$ cat src/rtl/core/i2cm_pkg.sv
// Shared types and constants for the I2C master bit engine.
// Holds the request and result payload structs, the sequencer state codes and phase limits.
// Depends on nothing.
package i2cm_pkg;

  localparam int unsigned PHASE_CNT_W_DEF = 16;
  localparam logic [15:0] PHASE_TICKS_RST = 16'd100;

  localparam logic [1:0] OP_START = 2'd0;
  localparam logic [1:0] OP_STOP  = 2'd1;
  localparam logic [1:0] OP_WRITE = 2'd2;
  localparam logic [1:0] OP_READ  = 2'd3;

  localparam logic [5:0] LAST_SHORT  = 6'd3;
  localparam logic [5:0] LAST_BYTE   = 6'd35;
  localparam logic [5:0] DATA_PHASES = 6'd32;
  localparam logic [5:0] ACK_PHASE   = 6'd33;
  localparam logic [1:0] Q_SAMPLE    = 2'd1;
  localparam logic [1:0] Q_HIGH_B    = 2'd2;
  localparam logic [1:0] Q_FIRST     = 2'd0;

  typedef enum logic [4:0] {
    ST_IDLE  = 5'b00001,
    ST_START = 5'b00010,
    ST_STOP  = 5'b00100,
    ST_WRITE = 5'b01000,
    ST_READ  = 5'b10000
  } state_t;

  typedef struct packed {
    logic       cmd_valid;
    logic [1:0] opcode;
    logic [7:0] tx_byte;
    logic       sda_in;
  } cmd_t;

  typedef struct packed {
    logic       scl_level;
    logic       sda_level;
    logic       sda_drive;
    logic       busy_res;
    logic       done_res;
    logic [7:0] rx_byte;
    logic       ack_received;
  } res_t;

endpackage

$ cat src/rtl/core/i2cm_if.sv
// Request and result channel interfaces of the I2C master bit engine.
// Each carries valid, ready and the payload fields; depends on nothing.
interface i2cm_req_if;
  logic       valid;
  logic       ready;
  logic       cmd_valid;
  logic [1:0] opcode;
  logic [7:0] tx_byte;
  logic       sda_in;

  modport source (output valid, cmd_valid, opcode, tx_byte, sda_in, input ready);
  modport sink (input valid, cmd_valid, opcode, tx_byte, sda_in, output ready);
endinterface

interface i2cm_res_if;
  logic       valid;
  logic       ready;
  logic       scl_level;
  logic       sda_level;
  logic       sda_drive;
  logic       busy_res;
  logic       done_res;
  logic [7:0] rx_byte;
  logic       ack_received;

  modport source (output valid, scl_level, sda_level, sda_drive, busy_res, done_res,
                  rx_byte, ack_received, input ready);
  modport sink (input valid, scl_level, sda_level, sda_drive, busy_res, done_res,
                rx_byte, ack_received, output ready);
endinterface

$ cat src/rtl/core/i2cm_seq.sv
// Phase sequencer of the I2C master bit engine: command state, phase and tick counters,
// shift register and pin registers, advanced by one accepted request per cycle.
// Depends on i2cm_pkg.
module i2cm_seq #(
  parameter int unsigned PHASE_COUNTER_WIDTH = i2cm_pkg::PHASE_CNT_W_DEF
) (
  input  logic               clk,
  input  logic               rst,
  input  logic               cfg_we,
  input  logic [15:0]        cfg_wdata,
  input  logic               step,
  input  i2cm_pkg::cmd_t     cmd,
  output i2cm_pkg::res_t     res_next
);
  import i2cm_pkg::*;

  localparam int unsigned W  = PHASE_COUNTER_WIDTH;
  localparam int unsigned CW = (W > 16) ? W : 16;

  logic [15:0]  phase_ticks;
  state_t       state, state_next;
  logic [5:0]   phase, phase_next;
  logic [W-1:0] tick, tick_next;
  logic [7:0]   shift, shift_next;
  logic         ack, ack_next;
  logic         scl, scl_next;
  logic         sda, sda_next;
  logic         drive, drive_next;
  logic [7:0]   rx_hold, rx_hold_next;
  logic         done;

  logic [CW-1:0] ticks_m1;
  logic [W-1:0]  tick_last;

  always_comb begin
    ticks_m1 = (phase_ticks == 16'd0) ? '0 : CW'(phase_ticks) - CW'(1);
    tick_last = ((ticks_m1 >> W) != '0) ? '1 : W'(ticks_m1);
  end

  always_comb begin
    state_t     st_a;
    logic [1:0] q;
    logic       hi;
    logic       is_write;
    logic       is_read;
    st_a = state;
    phase_next = phase;
    tick_next = tick;
    shift_next = shift;
    ack_next = ack;
    scl_next = scl;
    sda_next = sda;
    drive_next = drive;
    rx_hold_next = rx_hold;
    done = 1'b0;
    if (state == ST_IDLE && cmd.cmd_valid) begin
      unique case (cmd.opcode)
        OP_START: st_a = ST_START;
        OP_STOP:  st_a = ST_STOP;
        OP_WRITE: st_a = ST_WRITE;
        OP_READ:  st_a = ST_READ;
        default:  st_a = ST_IDLE;
      endcase
      phase_next = '0;
      tick_next = '0;
      if (cmd.opcode == OP_WRITE) begin
        shift_next = cmd.tx_byte;
      end else if (cmd.opcode == OP_READ) begin
        shift_next = '0;
      end
    end
    state_next = st_a;
    q = phase_next[1:0];
    hi = (q == Q_SAMPLE) || (q == Q_HIGH_B);
    is_write = (st_a == ST_WRITE);
    is_read = (st_a == ST_READ);

    unique case (st_a)
      ST_START: begin
        scl_next = (phase_next != LAST_SHORT);
        sda_next = (phase_next < 6'd2);
        drive_next = 1'b1;
      end
      ST_STOP: begin
        scl_next = (phase_next != 6'd0);
        sda_next = (phase_next >= 6'd2);
        drive_next = 1'b1;
      end
      ST_WRITE: begin
        scl_next = hi;
        if (phase_next < DATA_PHASES) begin
          sda_next = shift_next[3'd7 - phase_next[4:2]];
          drive_next = 1'b1;
        end else begin
          sda_next = 1'b1;
          drive_next = 1'b0;
        end
      end
      ST_READ: begin
        scl_next = hi;
        if (phase_next < DATA_PHASES || q == Q_FIRST) begin
          sda_next = 1'b1;
          drive_next = 1'b0;
        end else begin
          sda_next = 1'b0;
          drive_next = 1'b1;
        end
      end
      default: begin
      end
    endcase

    if (st_a != ST_IDLE) begin
      if (tick_next >= tick_last) begin
        if (q == Q_SAMPLE) begin
          if (is_write && phase_next == ACK_PHASE) begin
            ack_next = !cmd.sda_in;
          end else if (is_read && phase_next < DATA_PHASES) begin
            shift_next = {shift_next[6:0], cmd.sda_in};
          end
        end
        tick_next = '0;
        if (phase_next >= ((is_write || is_read) ? LAST_BYTE : LAST_SHORT)) begin
          if (is_read) begin
            rx_hold_next = shift_next;
          end
          state_next = ST_IDLE;
          phase_next = '0;
          done = 1'b1;
        end else begin
          phase_next = phase_next + 6'd1;
        end
      end else begin
        tick_next = tick_next + W'(1);
      end
    end
  end

  always_ff @(posedge clk) begin
    if (rst) begin
      phase_ticks <= PHASE_TICKS_RST;
      state <= ST_IDLE;
      phase <= '0;
      tick <= '0;
      shift <= '0;
      ack <= 1'b0;
      scl <= 1'b1;
      sda <= 1'b1;
      drive <= 1'b1;
      rx_hold <= '0;
    end else begin
      if (cfg_we) begin
        phase_ticks <= cfg_wdata;
      end
      if (step) begin
        state <= state_next;
        phase <= phase_next;
        tick <= tick_next;
        shift <= shift_next;
        ack <= ack_next;
        scl <= scl_next;
        sda <= sda_next;
        drive <= drive_next;
        rx_hold <= rx_hold_next;
      end
    end
  end

  always_comb begin
    res_next.scl_level = scl_next;
    res_next.sda_level = sda_next;
    res_next.sda_drive = drive_next;
    res_next.busy_res = (state_next != ST_IDLE);
    res_next.done_res = done;
    res_next.rx_byte = rx_hold_next;
    res_next.ack_received = ack_next;
  end

`ifndef NO_ASSERTIONS
  a_phase_range: assert property (@(posedge clk) disable iff (rst)
    phase <= LAST_BYTE)
    else $error("phase index beyond the last ack phase");
  a_short_range: assert property (@(posedge clk) disable iff (rst)
    (state == ST_START || state == ST_STOP) |-> phase <= LAST_SHORT)
    else $error("start or stop sequence runs past its last phase");
  a_idle_clear: assert property (@(posedge clk) disable iff (rst)
    state == ST_IDLE |-> (phase == '0 && tick == '0))
    else $error("counters not cleared while idle");
  a_done_idle: assert property (@(posedge clk) disable iff (rst)
    (step && done) |=> state == ST_IDLE)
    else $error("command finished but sequencer did not return to idle");
`endif

endmodule

$ cat src/rtl/core/i2cm_out_reg.sv
// Result register of the I2C master bit engine: holds one result until the sink takes it
// and frees the request side as soon as it is empty or being drained. Depends on i2cm_pkg.
module i2cm_out_reg (
  input  logic           clk,
  input  logic           rst,
  input  logic           load_valid,
  output logic           load_ready,
  input  i2cm_pkg::res_t load_data,
  i2cm_res_if.source     res
);
  import i2cm_pkg::*;

  logic full;
  res_t data;

  assign load_ready = !full || res.ready;

  always_ff @(posedge clk) begin
    if (rst) begin
      full <= 1'b0;
    end else if (load_ready) begin
      full <= load_valid;
    end
  end

  always_ff @(posedge clk) begin
    if (load_valid && load_ready) begin
      data <= load_data;
    end
  end

  assign res.valid = full;
  assign res.scl_level = data.scl_level;
  assign res.sda_level = data.sda_level;
  assign res.sda_drive = data.sda_drive;
  assign res.busy_res = data.busy_res;
  assign res.done_res = data.done_res;
  assign res.rx_byte = data.rx_byte;
  assign res.ack_received = data.ack_received;

endmodule

$ cat src/rtl/core/i2c_master_bit_engine.sv
// I2C master bit engine, top level.
// Uses i2cm_pkg, the i2cm_req_if and i2cm_res_if interfaces, i2cm_seq and i2cm_out_reg.
//
// Each request on the req channel is one tick of the bus timing: an optional command
// (start, stop, write byte, read byte with ack) and the sampled SDA level. Every request
// yields exactly one result on the res channel with the SCL and SDA pin levels, busy,
// a one-tick done pulse, the last received byte and the last ack status.
// A request is accepted in every cycle while the result register is empty or being
// drained, so one request per cycle is sustained and each result appears in the cycle
// after its request. If the result sink stalls, one result is held and req.ready drops
// until it is taken; no result is lost or repeated.
// Commands arriving while a command is in progress are ignored.
// The phase_ticks register (reset 100) is written through cfg_we and cfg_wdata and
// sets the length of each quarter-bit phase in requests.
// Synchronous reset returns the engine to idle with SCL and SDA driven high and the
// result register empty.
module i2c_master_bit_engine #(
  parameter int unsigned PHASE_COUNTER_WIDTH = i2cm_pkg::PHASE_CNT_W_DEF
) (
  input  logic        clk,
  input  logic        rst,
  input  logic        cfg_we,
  input  logic [15:0] cfg_wdata,
  i2cm_req_if.sink    req,
  i2cm_res_if.source  res
);
  import i2cm_pkg::*;

  cmd_t cmd;
  res_t res_next;
  logic load_ready;
  logic step;

  assign cmd.cmd_valid = req.cmd_valid;
  assign cmd.opcode = req.opcode;
  assign cmd.tx_byte = req.tx_byte;
  assign cmd.sda_in = req.sda_in;

  assign req.ready = load_ready;
  assign step = req.valid && load_ready;

  i2cm_seq #(
    .PHASE_COUNTER_WIDTH(PHASE_COUNTER_WIDTH)
  ) u_seq (
    .clk      (clk),
    .rst      (rst),
    .cfg_we   (cfg_we),
    .cfg_wdata(cfg_wdata),
    .step     (step),
    .cmd      (cmd),
    .res_next (res_next)
  );

  i2cm_out_reg u_out_reg (
    .clk       (clk),
    .rst       (rst),
    .load_valid(req.valid),
    .load_ready(load_ready),
    .load_data (res_next),
    .res       (res)
  );

endmodule
$ cat src/flat_wrapper.sv
// flat-port wrapper written by rule: the top's interface ports become plain ports
module i2c_master_bit_engine_flat import i2cm_pkg::*;
#(
  parameter int unsigned PHASE_COUNTER_WIDTH = i2cm_pkg::PHASE_CNT_W_DEF
)
  (clk, rst, cfg_we, cfg_wdata, req_valid, req_cmd_valid, req_opcode, req_tx_byte, req_sda_in, req_ready, res_valid, res_scl_level, res_sda_level, res_sda_drive, res_busy_res, res_done_res, res_rx_byte, res_ack_received, res_ready);
  i2cm_req_if req_i ();
  i2cm_res_if res_i ();
  input  logic clk;
  input  logic rst;
  input  logic cfg_we;
  input  logic [15:0] cfg_wdata;
  input wire logic [$bits(req_i.valid)-1:0] req_valid;
  input wire logic [$bits(req_i.cmd_valid)-1:0] req_cmd_valid;
  input wire logic [$bits(req_i.opcode)-1:0] req_opcode;
  input wire logic [$bits(req_i.tx_byte)-1:0] req_tx_byte;
  input wire logic [$bits(req_i.sda_in)-1:0] req_sda_in;
  output wire logic [$bits(req_i.ready)-1:0] req_ready;
  output wire logic [$bits(res_i.valid)-1:0] res_valid;
  output wire logic [$bits(res_i.scl_level)-1:0] res_scl_level;
  output wire logic [$bits(res_i.sda_level)-1:0] res_sda_level;
  output wire logic [$bits(res_i.sda_drive)-1:0] res_sda_drive;
  output wire logic [$bits(res_i.busy_res)-1:0] res_busy_res;
  output wire logic [$bits(res_i.done_res)-1:0] res_done_res;
  output wire logic [$bits(res_i.rx_byte)-1:0] res_rx_byte;
  output wire logic [$bits(res_i.ack_received)-1:0] res_ack_received;
  input wire logic [$bits(res_i.ready)-1:0] res_ready;
  assign req_i.valid = req_valid;
  assign req_i.cmd_valid = req_cmd_valid;
  assign req_i.opcode = req_opcode;
  assign req_i.tx_byte = req_tx_byte;
  assign req_i.sda_in = req_sda_in;
  assign req_ready = req_i.ready;
  assign res_valid = res_i.valid;
  assign res_scl_level = res_i.scl_level;
  assign res_sda_level = res_i.sda_level;
  assign res_sda_drive = res_i.sda_drive;
  assign res_busy_res = res_i.busy_res;
  assign res_done_res = res_i.done_res;
  assign res_rx_byte = res_i.rx_byte;
  assign res_ack_received = res_i.ack_received;
  assign res_i.ready = res_ready;
  i2c_master_bit_engine #(.PHASE_COUNTER_WIDTH(PHASE_COUNTER_WIDTH)) u_core (.clk(clk), .rst(rst), .cfg_we(cfg_we), .cfg_wdata(cfg_wdata), .req(req_i), .res(res_i));
endmodule
$ cat config.mk
export PLATFORM = sky130hd
export DESIGN_NAME = i2c_master_bit_engine_flat
export DESIGN_NICKNAME = d
export VERILOG_FILES = /design/src/rtl/core/i2cm_pkg.sv /design/src/rtl/core/i2cm_if.sv /design/src/rtl/core/i2cm_seq.sv /design/src/rtl/core/i2cm_out_reg.sv /design/src/rtl/core/i2c_master_bit_engine.sv /design/src/flat_wrapper.sv
export SDC_FILE = /design/constraint.sdc
export NUM_CORES = 1
export LEC_CHECK = 0
export BUFFER_PORTS_ARGS = -buffer_cell sky130_fd_sc_hd__buf_2
export CAP_MARGIN = 20
export CORE_ASPECT_RATIO = 1.2
export CORE_MARGIN = 2
export CORE_UTILIZATION = 25
export DETAILED_ROUTE_END_ITERATION = 12
export PLACE_DENSITY = 0.51
export SLEW_MARGIN = 40
export SYNTH_ARGS = -nofsm -noshare
export SYNTH_HDL_FRONTEND = slang
export SYNTH_SLANG_ARGS = --single-unit
$ cat constraint.sdc
create_clock -name clk -period 4.2 [get_ports clk]
set_input_delay 0.21 -clock clk [delete_from_list [all_inputs] [get_ports clk]]
set_output_delay 0.21 -clock clk [all_outputs]
set_load 0.05 [all_outputs]
---- Yosys cells after proc, flatten, opt, wreduce, memory -nomap -nowiden ----
Index checks and enable logic that the tools add are counted.
storage, ports and cells
  register bits after elaboration ......... 78
  input bits .............................. 33
  output and inout bits ................... 16
  word-level logic and storage cells ...... 99
cells by class
  add/subtract/negate cells ............... 4
  magnitude comparators ................... 6
  equality and inequality tests ........... 14
  multiplexer cells ....................... 40
  reductions and logical operators ........ 17
operator list
  cell                                                               count
  2-to-1 mux 8 bit                                                   12
  2-to-1 mux 16 bit                                                  4
  2-to-1 mux 6 bit                                                   5
  2-to-1 mux 5 bit                                                   4
  one-hot mux 5 bit (4 select lines)                                 1
  adder 16 x 1 -> 16 bit, second input constant                      1
  greater-or-equal comparator 16 bit                                 1
  zero test 16 bit                                                   1
  subtractor 16 x 1 -> 16 bit, second input constant                 1
  2-to-1 mux 1 bit                                                   10
  != test 5 x 1 -> 1 bit, second input constant                      2
  adder 6 x 1 -> 6 bit, second input constant                        1
  == test 2 bit, second input constant                               3
  == test 6 bit, second input constant                               1
  greater-or-equal comparator 6 x 2 -> 1 bit, second input constant  1
  greater-or-equal comparator 6 bit                                  1
  less-than comparator 6 x 2 -> 1 bit, second input constant         1
  less-than comparator 6 bit, second input constant                  1
  != test 6 x 2 -> 1 bit, second input constant                      1
  one-hot mux 1 bit (3 select lines)                                 2
  nonzero test 6 bit                                                 1
  == test 5 x 1 -> 1 bit, second input constant                      1
  == test 5 x 2 -> 1 bit, second input constant                      1
  == test 5 x 3 -> 1 bit, second input constant                      1
  other kinds (13)                                                   23

---- Longest topological paths before layout ----
  word-level depth ........................ 12
  depth in mapped cells ................... 16
  gate-level depth less buffers ........... 13

---- Modules after synthesis ----
A second synthesis with hierarchy kept.
unflattened totals
  cells, all modules ...................... 610
  area total of the unflattened synthesis .. 5,107.4 um^2
modules (own cells, without submodules)
  module                 instances  cells an instance  area each (um^2)  sequential area each (um^2)
  i2cm_seq               1          590                4,625.7           1,261.2
  i2cm_out_reg           1          19                 475.5             440.4
  i2c_master_bit_engine  1          1                  6.3               0.0

---- Worst setup path before layout ----
OpenSTA, ideal clock, no wires.
  path kind ............................... register to register
  start point ............................. register u_core.u_seq.phase_ticks[6]
  end point ............................... register u_core.u_seq.shift[0]
  library setup time ...................... 0.116 ns
  data arrival time ....................... 3.450 ns
  data required time ...................... 4.084 ns
  path slack .............................. 0.634 ns
  stages on the path, launching flop included .. 17
  buffers on the path ..................... 3
  period minus slack after synthesis ...... 3.566 ns
  path through ............................ dfxtp_1 > or4_1 > nor4_1 > nand2b_1 > nor2_1 > nand2_1 > clkbuf_1 > nand2_1 > ha_1 > a211oi_1 > nor2_1 > nor3_1 > o211a_1 > clkbuf_1 > clkbuf_1 > o21ai_0 > a31o_2
between the ends
  word-level cells in the longest chain between the ends .. 5
  elaborated cells between the ends (all ways) .. 6
  classes of those cells .................. add/sub: 1; order compare: 1; mux: 3; reduce/logical: 1
RTL lines
  element                                                                 line             RTL
  start: declaration                                                      i2cm_seq.sv:20   logic [15:0] phase_ticks;
  start signal: assignment                                                i2cm_seq.sv:153  phase_ticks <= cfg_wdata;
  subtractor 16 x 1 -> 16 bit / zero test 16 bit (equally long branches)  i2cm_seq.sv:36   ticks_m1 = (phase_ticks == 16'd0) ? '0 : CW'(phase_ticks) - CW'(1);
  2-to-1 mux 16 bit (*)                                                   i2cm_seq.sv:36
  greater-or-equal comparator 16 bit (*)                                  i2cm_seq.sv:114  if (tick_next >= tick_last) begin
  2-to-1 mux 8 bit (*)                                                    i2cm_seq.sv:114
  2-to-1 mux 8 bit (*)                                                    i2cm_seq.sv:113  if (st_a != ST_IDLE) begin
  end signal: assignment                                                  i2cm_seq.sv:159  shift <= shift_next;
  end: declaration                                                        i2cm_seq.sv:24   logic [7:0] shift, shift_next;
Mark *: on every way between the ends. The rest lies on a longest branch, timed or not.
A chain may end at the register's enable or synchronous reset.

==> flow_results.org <==
** Yosys
- Among all flip-flop cells after synthesis, the most frequent one is sky130_fd_sc_hd__dfxtp_1.
- By count the netlist is led by sky130_fd_sc_hd__nand2_1 (67), sky130_fd_sc_hd__dfxtp_1 (64), sky130_fd_sc_hd__nor2_1 (53).
- In this run, distinct cell masters in the synthesized netlist total 65.
- Sequential elements use 33.3% of the synthesized area.
- Proportion of synthesized area in mux cells :: 9.31%
- The biggest area contributor in the post-synthesis netlist is sky130_fd_sc_hd__dfxtp_1.
- Each instance of the synthesized netlist takes up on average just over 8 um^2.
- The most common cell in the synthesized netlist is sky130_fd_sc_hd__nand2_1.
- Ranked by total cell area, the synthesized netlist is headed by sky130_fd_sc_hd__dfxtp_1 (25%), sky130_fd_sc_hd__edfxtp_1 (8.2%), sky130_fd_sc_hd__mux2i_1 (6.7%), sky130_fd_sc_hd__ha_1 (5.9%), sky130_fd_sc_hd__nand2_1 (4.9%).
- Area fraction of the dominant cell type after synthesis :: 25.1%
- Total of flip-flops plus latches after synthesis :: 78
- Counting every net in the synthesized netlist gives 685.
- Area of the mapped netlist :: 0.00511 mm^2
- In the synthesized netlist the async set-or-reset flop fraction comes to 0%.
- By area, the combinational part of the netlist is dominated by simple AND/OR/NAND/NOR gates.
- Synthesis produced a netlist whose cell count is approximately 630.
- During synthesis, Yosys emitted a total of 0 warnings.
- Post-synthesis share of cell area spent on xor and xnor gates :: 2.23%
- Post-synth EDFFs :: 14
- Fraction of the mapped netlist area in compound gates :: 19.4%
- Simple logic cell fraction of the synthesized area :: 24.9%
- Summing the areas of all fa, ha and maj instances in the mapped netlist gives around 6% of the synthesized area.

** Global routing
- The initial antenna violation count was 0.
- Wire length of the first global-routing pass :: 24600 um
- Global routing used between 10 and 15% of the available tracks.
- Total congestion overflow :: 0
- Vias in the first global route :: 4649
- Entering global routing, the biggest net connects 40 pins.

** Timing
- Final-layout setup total negative slack :: 0 ns
- Remaining max-slew budget at the tightest pin :: 51.1%
- Max Clk Rate :: 260 MHz
- The count of final max-slew check failures is 0.
- Setup repair after global routing left no endpoint under its margin.
- For the pin with the worst max-slew slack, the measured transition is between 0.7 and 0.8 ns.
- # setup viols final :: 0
- Share of the cycle needed by the critical path after routing :: between 90% and 100%
- Number of failing hold endpoints at the final stage :: 0
- The routed design could run at a clock period as short as 3.85 ns.
- On the final layout, the worst clock skew is between 0.006 and 0.007 ns.

** Critical path
- Endpoint required time on the critical path :: 4.30 ns
- The worst setup path is captured at a flop.
- STA classifies the critical path startpoint as a flop.
- The setup path with the least slack is of type flop to flop.
- Arrival time of the worst setup path :: 3.95 ns
- In this run the worst path has a maximum fanout of 14.

** Floorplanning
- Full die area :: 0.0216 mm^2
- Number of ports placed on the die boundary :: 49
- Placeable core region :: just over 0.02 mm^2
- The initial utilization of the core area, before any placement, comes to 25.4%.
- Die Y :: 161 um
- Die extent in x :: between 100 and 150 um
- In this run the core area contains 57 standard-cell rows.

** Clock tree
- CTS HTree Levels :: 3
- Post-CTS Hold Fix Bufs :: 0
- In this run, post-CTS repair resized a total of 0 instances.
- TritonCTS buffer count :: 9
- Clock tree from TritonCTS :: done
- In this run the clock root is driven by a sky130_fd_sc_hd__clkbuf_16.
- CTS saw 78 sinks.
- Clock-pin slew reported for the worst setup and hold paths after clock tree synthesis :: 0.07 ns
- Post-CTS timing repair inserted 0 buffers for setup.
- Clock Path Buffers :: 2
- Clock insertion delay at the later pin of the skew report :: roughly 0.35 ns

** Placed design
- IO Port Bufs :: 48
- Detailed-placement wirelength estimate :: 10600 um
- The congestion estimate from routability-driven global placement came to 0.862.

** Drt
- Violation count after the first detailed-route iteration :: 368
- In the final routed layout, each cell accounts on average for ~16 um.
- DR DRC count :: 0
- Total Wirelength :: 15200 um
- Using the TritonRoute via totals, the vias-per-cell ratio works out to ~5.
- The count of nets left with antenna violations once routing finished came out at 0.
- Detailed routing inserted a total of 4760 vias.
- The first TritonRoute pass finished after 4 iterations.

** Outcome
- Result of the run :: finished, final reports clean

** Finish
- Relative to the synthesized area, the layout overhead comes to 16.5%.
- Inserted Diodes :: 0
- In the final layout, the share of cells above drive strength 1 is 15.4%.
- Net total in the final layout :: 719

** Power and ir drop
- Tot Pwr :: 1.97 mW
- For this design the ratio of total power to cell area is 331 mW/mm^2.
- The analysis attributes to cell leakage a power of 2.40 nW.
- Worst supply voltage drop on vdd :: 0.171 mV

** Worst hold path
- Worst hold path type :: primary input to flop

** Run
- Number of max-capacitance violations reported :: 0
[worst paths after layout]
kind / start / end / slack [ns] / cells past startpoint
max: u_core.u_seq.phase_ticks[6]$_SDFFE_PP1P_ / u_core.u_out_reg.res.rx_byte[7]$_DFFE_PP_ / 0.35 / 13
min: cfg_wdata[6] / u_core.u_seq.phase_ticks[6]$_SDFFE_PP1P_ / 0.08 / 3
max reg2reg: u_core.u_seq.phase_ticks[6]$_SDFFE_PP1P_ / u_core.u_out_reg.res.rx_byte[7]$_DFFE_PP_ / 0.35 / 13
min reg2reg: u_core.u_seq.tick[12]$_SDFFE_PP0P_ / u_core.u_seq.tick[12]$_SDFFE_PP0P_ / 0.45 / 2
[cell usage in the layout, fill, tap and decap left out, drive strengths merged, types with 7 or more instances in the layout]
master,instances
inv,24
and2,16
nand3,18
nor4,15
mux2,10
a21oi,41
mux2i,34
o31ai,11
clkbuf,9
nand4,18
nor3,21
nand2,67
buf,64
edfxtp,14
nor2,53
a31oi,9
nor2b,7
ha,24
dfxtp,64
xor2,9
o21ai,36
and3,7
[final cells by class]
type                            count  area [um^2]
Timing Repair Buffer               64          360
Clock buffer                        9          225
Tap cell                          265          332
Fill cell                        2206        14200
Clock inverter                      7         80.1
Multi-Input combinational cell    487         3170
Inverter                           22         82.6
Sequential cell                    78         1700
[state kept, by name, summed over array words and instances (netlist names), 5 cells and up]
name	cells
u_core.u_seq.phase_ticks	16
u_core.u_seq.tick	16
u_core.u_out_reg.res.rx_byte	8
u_core.u_seq.rx_hold	8
u_core.u_seq.shift	8
u_core.u_seq.phase	6
u_core.u_seq.state	5
[power by group]
part,internal (mW),switching (mW)
Sequential,0.793,0.0269
Combinational,0.107,0.220
Clock,0.468,0.352
Total,1.37,0.598
[worst max-delay path, cell delays in order (launching register included)]
cell and delay [ns]:
sky130_fd_sc_hd__dfxtp_1 0.36, sky130_fd_sc_hd__or4_1 0.62, sky130_fd_sc_hd__nor4_2 0.22, sky130_fd_sc_hd__nand2b_1 0.13
sky130_fd_sc_hd__nor2_1 0.10, sky130_fd_sc_hd__nand2_1 0.24, sky130_fd_sc_hd__and2_1 0.27, sky130_fd_sc_hd__ha_1 0.26
sky130_fd_sc_hd__nand2b_1 0.14, sky130_fd_sc_hd__a21o_1 0.18, sky130_fd_sc_hd__a31oi_1 0.21, sky130_fd_sc_hd__o211ai_1 0.19
sky130_fd_sc_hd__o211ai_2 0.28, sky130_fd_sc_hd__mux2_2 0.41
[per-layer routing]
metal,GRT usage (%),routed length (um)
met5,0,0
met4,4.31,250
met3,2.94,583
met2,24.1,7450
met1,18.1,6950
[logic make-up after synthesis]
logic type,after synthesis
simple gates,253
buf+inv,63
mux,45
fa+ha+maj,24
xor+xnor,13
compound gates,152
flops,78
[stage by stage]
| step | hold slack [ns] | cell area (um^2) | setup slack, ns | utilization, % | cells |
|---|---|---|---|---|---|
| after floorplan | 0.322 | 5110 | 0.634 | - | 628 |
| after global placement | 0.430 | 5630 | 0.250 | 28.0 | 916 |
| after detailed placement | 0.439 | 5630 | 0.211 | 28.0 | 916 |
| after CTS | 0.0746 | 5940 | 0.192 | 29.5 | 932 |
| after global routing | 0.0836 | 5950 | 0.0101 | 29.6 | 932 |
| final | 0.0820 | 5950 | 0.354 | 29.6 | 932 |
Note: power is estimated with default switching activity, not from simulation.
